--- config.mk ---
export PLATFORM = sky130hd
export DESIGN_NAME = serial_line_input_editor_core_flat
export DESIGN_NICKNAME = d
export VERILOG_FILES = /design/src/rtl/sle_pkg.sv /design/src/rtl/sle_in_if.sv /design/src/rtl/sle_out_if.sv /design/src/rtl/serial_line_input_editor_core.sv /design/src/rtl/sle_cfg.sv /design/src/rtl/sle_core.sv /design/src/rtl/sle_out.sv /design/src/flat_wrapper.sv
export SDC_FILE = /design/constraint.sdc
export NUM_CORES = 1
export LEC_CHECK = 0
export BUFFER_PORTS_ARGS = -buffer_cell sky130_fd_sc_hd__buf_2
export CAP_MARGIN = 25
export CELL_PAD_IN_SITES_DETAIL_PLACEMENT = 1
export CELL_PAD_IN_SITES_GLOBAL_PLACEMENT = 2
export CORE_UTILIZATION = 24
export CTS_BUF_LIST = sky130_fd_sc_hd__clkbuf_4 sky130_fd_sc_hd__clkbuf_8
export CTS_CLUSTER_SIZE = 16
export DETAILED_ROUTE_END_ITERATION = 10
export PLACE_DENSITY_LB_ADDON = 0.12
export SLEW_MARGIN = 20
export SYNTH_ARGS = -nofsm -noshare
export SYNTH_HDL_FRONTEND = slang
export SYNTH_SLANG_ARGS = --single-unit
export TNS_END_PERCENT = 1
--- constraint.sdc ---
create_clock -name clk -period 2.5 [get_ports clk]
set_input_delay 0.25 -clock clk [delete_from_list [all_inputs] [get_ports clk]]
set_output_delay 0.25 -clock clk [all_outputs]
set_load 0.005 [all_outputs]
--- src/rtl/sle_pkg.sv ---
// shared constants, codes and types of the serial line editor
package sle_pkg;

  localparam int LINE_CAPACITY = 64;
  localparam int IDX_W = $clog2(LINE_CAPACITY);

  localparam int CMD_W = 2;
  localparam int BYTE_W = 8;
  localparam int RIDX_W = 6;
  localparam int LEN_W = 6;
  localparam int APB_ADDR_W = 3;
  localparam int APB_DATA_W = 32;

  localparam logic [CMD_W-1:0] CMD_RX = 2'd0;
  localparam logic [CMD_W-1:0] CMD_CLEAR = 2'd1;
  localparam logic [CMD_W-1:0] CMD_READ = 2'd2;

  localparam logic [BYTE_W-1:0] CH_BS = 8'h08;
  localparam logic [BYTE_W-1:0] CH_DEL = 8'h7f;
  localparam logic [BYTE_W-1:0] CH_SPACE = 8'h20;
  localparam logic [BYTE_W-1:0] CH_LF = 8'h0a;
  localparam logic [BYTE_W-1:0] CH_CR = 8'h0d;

  localparam logic REG_ECHO_ENABLE = 1'b0;

  typedef struct packed {
    logic              echo_valid;
    logic [BYTE_W-1:0] echo_byte;
    logic              line_ready;
    logic [LEN_W-1:0]  line_length;
    logic [BYTE_W-1:0] read_byte;
    logic              pair;
  } sle_res_t;

endpackage

--- src/rtl/sle_in_if.sv ---
// request channel into the line editor
interface sle_in_if;
  logic                      valid;
  logic                      ready;
  logic [sle_pkg::CMD_W-1:0]  cmd;
  logic [sle_pkg::BYTE_W-1:0] rx_byte;
  logic [sle_pkg::RIDX_W-1:0] read_index;

  modport source (output valid, cmd, rx_byte, read_index, input ready);
  modport sink (input valid, cmd, rx_byte, read_index, output ready);
endinterface

--- src/rtl/sle_out_if.sv ---
// result channel out of the line editor
interface sle_out_if;
  logic                      valid;
  logic                      ready;
  logic                      echo_valid;
  logic [sle_pkg::BYTE_W-1:0] echo_byte;
  logic                      line_ready;
  logic [sle_pkg::LEN_W-1:0]  line_length;
  logic [sle_pkg::BYTE_W-1:0] read_byte;
  logic                      last;

  modport source (output valid, echo_valid, echo_byte, line_ready, line_length, read_byte,
                  last, input ready);
  modport sink (input valid, echo_valid, echo_byte, line_ready, line_length, read_byte,
                last, output ready);
endinterface

--- src/rtl/serial_line_input_editor_core.sv ---
// top level of the serial line editor with backspace and echo
// Builds a command line of up to 63 characters from received bytes and answers clear and
// read requests. A request is taken every clock cycle while the result path does not stall;
// its state change is made at the accepting edge, and the line store is read into a register
// there. Its result is kept in a holding register until it is loaded into the output
// register, from which it is offered on the result channel. Each request gives one result,
// except an echoed line end, which gives two (cr, then lf). While a line is pending,
// received bytes are dropped. A clear request empties the line at once; there is no
// clearing pass after reset. Echo is switched by the register at byte address 0 of the apb
// port.
module serial_line_input_editor_core (
  input  logic                           clk,
  input  logic                           rst,
  input  logic                           psel,
  input  logic                           penable,
  input  logic                           pwrite,
  input  logic [sle_pkg::APB_ADDR_W-1:0] paddr,
  input  logic [sle_pkg::APB_DATA_W-1:0] pwdata,
  output logic [sle_pkg::APB_DATA_W-1:0] prdata,
  output logic                           pready,
  sle_in_if.sink                         item,
  sle_out_if.source                      result
);

  logic              echo_enable;
  logic              pvalid;
  logic              take;
  sle_pkg::sle_res_t pres;

  sle_cfg u_cfg (
    .clk         (clk),
    .rst         (rst),
    .psel        (psel),
    .penable     (penable),
    .pwrite      (pwrite),
    .paddr       (paddr),
    .pwdata      (pwdata),
    .prdata      (prdata),
    .pready      (pready),
    .echo_enable (echo_enable)
  );

  sle_core u_core (
    .clk         (clk),
    .rst         (rst),
    .echo_enable (echo_enable),
    .item        (item),
    .pvalid      (pvalid),
    .pres        (pres),
    .take        (take)
  );

  sle_out u_out (
    .clk    (clk),
    .rst    (rst),
    .pvalid (pvalid),
    .pres   (pres),
    .take   (take),
    .result (result)
  );

endmodule

--- src/rtl/sle_cfg.sv ---
// apb register block holding the echo enable
module sle_cfg (
  input  logic                           clk,
  input  logic                           rst,
  input  logic                           psel,
  input  logic                           penable,
  input  logic                           pwrite,
  input  logic [sle_pkg::APB_ADDR_W-1:0] paddr,
  input  logic [sle_pkg::APB_DATA_W-1:0] pwdata,
  output logic [sle_pkg::APB_DATA_W-1:0] prdata,
  output logic                           pready,
  output logic                           echo_enable
);

  logic wr;

  assign pready = 1'b1;
  assign wr = psel && penable && pwrite && pready;

  always_ff @(posedge clk) begin
    if (rst) begin
      echo_enable <= 1'b0;
    end else if (wr && (paddr[2] == sle_pkg::REG_ECHO_ENABLE)) begin
      echo_enable <= pwdata[0];
    end
  end

  always_comb begin
    prdata = '0;
    if (paddr[2] == sle_pkg::REG_ECHO_ENABLE) begin
      prdata[0] = echo_enable;
    end
  end

endmodule

--- src/rtl/sle_core.sv ---
// line state, line store and registered decode of each request
module sle_core (
  input  logic              clk,
  input  logic              rst,
  input  logic              echo_enable,
  sle_in_if.sink            item,
  output logic              pvalid,
  output sle_pkg::sle_res_t pres,
  input  logic              take
);

  logic [sle_pkg::IDX_W-1:0]         widx;
  logic [sle_pkg::IDX_W-1:0]         idx_next;
  logic                              full;
  logic                              full_next;
  logic [sle_pkg::LINE_CAPACITY-1:0] vld;
  logic [sle_pkg::BYTE_W-1:0]        mem [sle_pkg::LINE_CAPACITY];
  logic [sle_pkg::BYTE_W-1:0]        rdata;
  logic [sle_pkg::IDX_W-1:0]         ridx;
  logic                              in_range;
  logic                              hit;
  logic                              phit;
  logic                              clr;
  logic                              wr_en;
  logic                              wr_vld;
  logic                              accept;
  logic                              is_bs;
  logic                              is_put;
  logic                              is_end;
  sle_pkg::sle_res_t                 r;
  sle_pkg::sle_res_t                 preg;

  assign item.ready = !pvalid || take;
  assign accept = item.valid && item.ready;
  assign ridx = sle_pkg::IDX_W'(item.read_index);
  assign in_range = int'(item.read_index) < sle_pkg::LINE_CAPACITY;

  assign is_bs = ((item.rx_byte == sle_pkg::CH_BS) || (item.rx_byte == sle_pkg::CH_DEL))
                 && (widx != '0);
  assign is_put = !is_bs && (item.rx_byte >= sle_pkg::CH_SPACE)
                  && (widx < sle_pkg::IDX_W'(sle_pkg::LINE_CAPACITY - 1));
  assign is_end = !is_bs && !is_put
                  && ((item.rx_byte == sle_pkg::CH_LF) || (item.rx_byte == sle_pkg::CH_CR));

  always_comb begin
    idx_next = widx;
    full_next = full;
    clr = 1'b0;
    wr_en = 1'b0;
    wr_vld = 1'b0;
    hit = 1'b0;
    r = '0;
    unique case (item.cmd)
      sle_pkg::CMD_CLEAR: begin
        clr = 1'b1;
        idx_next = '0;
        full_next = 1'b0;
      end
      sle_pkg::CMD_READ: begin
        hit = in_range && vld[ridx];
      end
      sle_pkg::CMD_RX: begin
        if (!full) begin
          if (is_bs) begin
            idx_next = widx - sle_pkg::IDX_W'(1);
            r.echo_valid = echo_enable;
            r.echo_byte = echo_enable ? sle_pkg::CH_BS : '0;
          end else if (is_put) begin
            idx_next = widx + sle_pkg::IDX_W'(1);
            wr_en = 1'b1;
            wr_vld = 1'b1;
            r.echo_valid = echo_enable;
            r.echo_byte = echo_enable ? item.rx_byte : '0;
          end else if (is_end) begin
            wr_en = 1'b1;
            full_next = 1'b1;
            r.echo_valid = echo_enable;
            r.pair = echo_enable;
          end
        end
      end
      default: ;
    endcase
    r.line_ready = full_next;
    r.line_length = sle_pkg::LEN_W'(idx_next);
  end

  always_ff @(posedge clk) begin
    if (rst) begin
      widx <= '0;
      full <= 1'b0;
      vld <= '0;
      pvalid <= 1'b0;
    end else begin
      if (accept) begin
        widx <= idx_next;
        full <= full_next;
        if (clr) begin
          vld <= '0;
        end else if (wr_en) begin
          vld[widx] <= wr_vld;
        end
      end
      if (accept) begin
        pvalid <= 1'b1;
      end else if (take) begin
        pvalid <= 1'b0;
      end
    end
  end

  always_ff @(posedge clk) begin
    if (accept) begin
      preg <= r;
      phit <= hit;
    end
  end

  always_ff @(posedge clk) begin
    if (accept && wr_en && wr_vld) begin
      mem[widx] <= item.rx_byte;
    end
    if (accept) begin
      rdata <= mem[ridx];
    end
  end

  always_comb begin
    pres = preg;
    pres.read_byte = phit ? rdata : '0;
  end

endmodule

--- src/rtl/sle_out.sv ---
// result register, splits an echoed line end into cr then lf
module sle_out (
  input  logic              clk,
  input  logic              rst,
  input  logic              pvalid,
  input  sle_pkg::sle_res_t pres,
  output logic              take,
  sle_out_if.source         result
);

  logic              ovalid;
  logic              olast;
  sle_pkg::sle_res_t obuf;
  sle_pkg::sle_res_t loaded;

  assign take = pvalid && (!ovalid || (result.ready && olast));

  // an echoed line end starts with cr
  always_comb begin
    loaded = pres;
    if (pres.pair) begin
      loaded.echo_byte = sle_pkg::CH_CR;
    end
  end

  always_ff @(posedge clk) begin
    if (rst) begin
      ovalid <= 1'b0;
    end else if (take) begin
      ovalid <= 1'b1;
    end else if (ovalid && result.ready && olast) begin
      ovalid <= 1'b0;
    end
  end

  always_ff @(posedge clk) begin
    if (take) begin
      obuf <= loaded;
      olast <= !pres.pair;
    end else if (ovalid && result.ready && !olast) begin
      obuf.echo_byte <= sle_pkg::CH_LF;
      olast <= 1'b1;
    end
  end

  assign result.valid = ovalid;
  assign result.echo_valid = obuf.echo_valid;
  assign result.echo_byte = obuf.echo_byte;
  assign result.line_ready = obuf.line_ready;
  assign result.line_length = obuf.line_length;
  assign result.read_byte = obuf.read_byte;
  assign result.last = olast;

endmodule
--- src/flat_wrapper.sv ---
// flat-port wrapper written by rule: the top's interface ports become plain ports
module serial_line_input_editor_core_flat 
  (clk, rst, psel, penable, pwrite, paddr, pwdata, prdata, pready, item_valid, item_cmd, item_rx_byte, item_read_index, item_ready, result_valid, result_echo_valid, result_echo_byte, result_line_ready, result_line_length, result_read_byte, result_last, result_ready);
  sle_in_if item_i ();
  sle_out_if result_i ();
  input  logic clk;
  input  logic rst;
  input  logic psel;
  input  logic penable;
  input  logic pwrite;
  input  logic [sle_pkg::APB_ADDR_W-1:0] paddr;
  input  logic [sle_pkg::APB_DATA_W-1:0] pwdata;
  output logic [sle_pkg::APB_DATA_W-1:0] prdata;
  output logic pready;
  input wire logic [$bits(item_i.valid)-1:0] item_valid;
  input wire logic [$bits(item_i.cmd)-1:0] item_cmd;
  input wire logic [$bits(item_i.rx_byte)-1:0] item_rx_byte;
  input wire logic [$bits(item_i.read_index)-1:0] item_read_index;
  output wire logic [$bits(item_i.ready)-1:0] item_ready;
  output wire logic [$bits(result_i.valid)-1:0] result_valid;
  output wire logic [$bits(result_i.echo_valid)-1:0] result_echo_valid;
  output wire logic [$bits(result_i.echo_byte)-1:0] result_echo_byte;
  output wire logic [$bits(result_i.line_ready)-1:0] result_line_ready;
  output wire logic [$bits(result_i.line_length)-1:0] result_line_length;
  output wire logic [$bits(result_i.read_byte)-1:0] result_read_byte;
  output wire logic [$bits(result_i.last)-1:0] result_last;
  input wire logic [$bits(result_i.ready)-1:0] result_ready;
  assign item_i.valid = item_valid;
  assign item_i.cmd = item_cmd;
  assign item_i.rx_byte = item_rx_byte;
  assign item_i.read_index = item_read_index;
  assign item_ready = item_i.ready;
  assign result_valid = result_i.valid;
  assign result_echo_valid = result_i.echo_valid;
  assign result_echo_byte = result_i.echo_byte;
  assign result_line_ready = result_i.line_ready;
  assign result_line_length = result_i.line_length;
  assign result_read_byte = result_i.read_byte;
  assign result_last = result_i.last;
  assign result_i.ready = result_ready;
  serial_line_input_editor_core u_core (.clk(clk), .rst(rst), .psel(psel), .penable(penable), .pwrite(pwrite), .paddr(paddr), .pwdata(pwdata), .prdata(prdata), .pready(pready), .item(item_i), .result(result_i));
endmodule
==> flow_metrics.env <==
export IMPL_gp_congestion=0.773
export IMPL_path_clk_slew_ns=0.06
export IMPL_nets=1884
export IMPL_initial_core_util=0.242
export IMPL_async_reset_ff_frac=0
export IMPL_clock_root_buffer="clkbuf_8"
export IMPL_overflow=0
export IMPL_fin_tns_setup_ns=0
export IMPL_drc_errors=0
export IMPL_hold_depth=3
export IMPL_reg2reg_slack_ns=0.04
export IMPL_worstPathRequired_ns=2.95
export IMPL_grt_start_max_net_pins=66
export IMPL_yosysWarnings=0
export IMPL_placed_cells_incl_taps=3089
export IMPL_synth_edf_count=563
export IMPL_fin_ws_ns=0.0373
export IMPL_maxSlewHeadroom=0.350
export IMPL_io_pins=118
export IMPL_drt_wl_total_um=82600
export IMPL_insertion_delay_ns=0.79
export IMPL_r2r_end="u_core.u_core.mem[63][0]"
export IMPL_die_x_um=330
export IMPL_die_area_mm2=0.109
export IMPL_worst_slew_pin_slew_ns=0.976
export IMPL_ant_nets=0
export IMPL_setup_viol=0
export IMPL_syn_cell_area_mm2=0.0259
export IMPL_syn_inst=1470
export IMPL_status="finished, final reports clean"
export IMPL_cts_sinks=637
export IMPL_ys_flop_type="edfxtp_1"
export IMPL_ys_types=66
export IMPL_min_path_type="primary input to register"
export IMPL_n_fill_cell=11100
export IMPL_drv_slew=0
export IMPL_clockBufferDepth=3
export IMPL_dr_pass1_iters=5
export IMPL_pre_cts_ws_ns=-0.373
export IMPL_antenna_found_initial=6
export IMPL_critPathCaptureType="register"
export IMPL_irDropWorstVdd_mv=0.373
export IMPL_syn2layout_area_growth_pct=24.2
export IMPL_numCtsBuffers=116
export IMPL_syn_area_per_cell_um2=17.6
export IMPL_die_h_um=330
export IMPL_finalInstanceArea_mm2=0.0321
export IMPL_seq_area_frac_synth=0.711
export IMPL_worst_ep_arrival_time_ns=2.92
export IMPL_r2r_cells=10
export IMPL_startpoint_type="register"
export IMPL_cts_tree="yes"
export IMPL_cp_max_fo=8
export IMPL_fin_total_pwr_mw=22.7
export IMPL_finalCriticalPeriod_ns=2.46
export IMPL_viasPerCell=4.58
export IMPL_hpwlAfterDp_um=55900
export IMPL_fin_util=0.301
export IMPL_rsz0062_at_grt="true"
export IMPL_cellLeakagePower_nw=10.5
export IMPL_design_core_area_mm2=0.107
export IMPL_critPathKind="register to register"
export IMPL_num_vias=15200
export IMPL_grt_pass1_wl_um=118000
export IMPL_layout_cells_non_filler=3316
export IMPL_drtIter0Drc=832
export IMPL_min_period_over_period=0.985
export IMPL_grt_pass1_vias=16400
export IMPL_fp_row_count=120
export IMPL_place_area_mm2=0.0295
export IMPL_timing_rr_start="u_core.u_core.widx[0]"
export IMPL_wire_per_inst_um=24.9
export IMPL_finalHoldViolCount=0
export IMPL_max_freq_mhz=406
export IMPL_port_buffers=52
export IMPL_htree_levels=3
export IMPL_grt_use_total=0.152
export IMPL_finClkSkew_ns=0.0627
export IMPL_power_density_mw_per_mm2=705
export IMPL_min_to="u_core.u_core.pres[13]"
export IMPL_min_from="item_cmd[0]"
export IMPL_ys_ff_latch=637
export IMPL_cap_violations=0
export IMPL_drive_gt1_frac=0.361
export IMPL_holdWs_ns=0.138
## how the worst max path moves through the flow
stage / startpoint / endpoint / slack (ns) / depth (start not counted)
finish: u_core.u_core.widx[0] / u_core.u_core.mem[63][0] / 0.04 / 10
global route: u_core.u_core.widx[0] / u_core.u_core.mem[63][3] / -0.04 / 10
CTS: u_core.u_core.widx[1] / u_core.u_core.mem[41][4] / 0.009 / 10
detailed placement: u_core.u_core.widx[1] / u_core.u_core.mem[35][4] / -0.37 / 10
global placement: item_rx_byte[3] / u_core.u_core.mem[35][4] / -0.36 / 9
floorplan: u_core.u_core.widx[1] / u_core.u_core.mem[0][0] / -0.15 / 8
## flip-flops by register name, summed over array words and instances (netlist names)
register	cells
u_core.u_out.result.valid	1
u_core.u_out.result.line_ready	1
u_core.u_core.widx	6
u_core.u_core.mem	512
u_core.u_core.vld	64
u_core.u_core.full	1
u_core.u_out.result.echo_valid	1
u_core.u_out.result.line_length	6
u_core.u_cfg.echo_enable	1
u_core.u_out.result.read_byte	8
u_core.u_out.result.last	1
u_core.u_out.result.echo_byte	8
u_core.u_core.rdata	8
u_core.u_core.phit	1
u_core.u_core.pvalid	1
u_core.u_core.pres	17
## kinds of logic (layout without fill, tap and decap cells)
family	after synthesis	count (layout)	synth area share
DFF	637	637	0.711
AOI/OAI and AO/OA	225	225	0.0649
muxes	153	153	0.129
and+or+nand+nor	315	315	0.0646
adders and majority gates	2	2	0.000968
buffers and inverters	136	545	0.0292
other	2	36	0.000290
## critical path: stages (launching register included)
cell and delay (ns):
dfxtp_2 0.33, inv_2 0.08, ha_4 0.15, nand2b_4 0.07
nor4_4 0.31, buf_4 0.18, a21oi_4 0.06, buf_6 0.16
or3_4 0.39, nor3_4 0.24, buf_6 0.19
## area by class of cell
cell class	count	area, µm²	area share
multi-input combinational	727	6980	0.217
inverter	13	48.8	0.00152
clock buffer	157	1900	0.0593
sequential	637	18400	0.572
antenna	4	10.0	0.000312
timing repair buffer	329	2730	0.0851
clock inverter	46	303	0.00943
tap	1403	1760	0.0546
## Yosys cell counts (12+ instances only)
cell type  number  area share
nand2_1        58      0.0084
buf_2          24      0.0046
and2_1         25      0.0060
edfxtp_1      563        0.65
o211ai_1       29      0.0084
dfxtp_1        74       0.057
a21oi_1        16      0.0031
nor2_1         95       0.014
or3_1          17      0.0041
a22oi_1        40       0.012
a32o_1         33       0.013
clkbuf_1       44      0.0064
o21ai_0        35      0.0068
buf_4          47       0.014
nand3_1        38      0.0074
nor2b_1        12      0.0029
mux4_2        144        0.13
nor3_1         16      0.0031
nand4_1        14      0.0034
## report_power, final
group | switching (mW) | internal (mW) | total [mW]
sequential | 0.0227 | 11.6 | 11.7
combinational | 0.857 | 0.532 | 1.39
clock | 4.47 | 5.14 | 9.60
total | 5.35 | 17.3 | 22.7
## cell usage in the layout, fill, tap and decap left out, drive strengths merged, types with 5 or more instances in the layout
cell	instances
and4	5
dlygate4sd3	16
nand4	15
a31oi	5
mux4	144
dfxtp	74
nor2	95
o21ai	42
o32ai	6
buf	313
inv	17
a22o	9
a22oi	40
or3	17
o22ai	9
nand2	59
clkbuf	157
clkinv	39
o211ai	29
edfxtp	563
o311ai	5
nor4	7
conb	32
and2	26
a32o	33
nor3	24
a221oi	7
nand3	38
nor2b	12
and3	5
a21oi	17
mux2i	9
## per-layer routing
metal	vias to the layer above	wire, µm	track usage
met5	-	13	0
met2	305	39800	0.251
met1	8091	38100	0.203
met4	2	1810	0.0423
met3	117	2860	0.0298
li1	6660	-	-
## repair_timing
item,4_1_cts,5_1_grt
endpoints found under the hold margin,42,0
resized for setup,13,42
setup endpoints to repair,206,258
hold buffers,16,0
pin swaps,0,7
setup buffers,0,4
No activity file was read; power rests on OpenSTA's default activity.
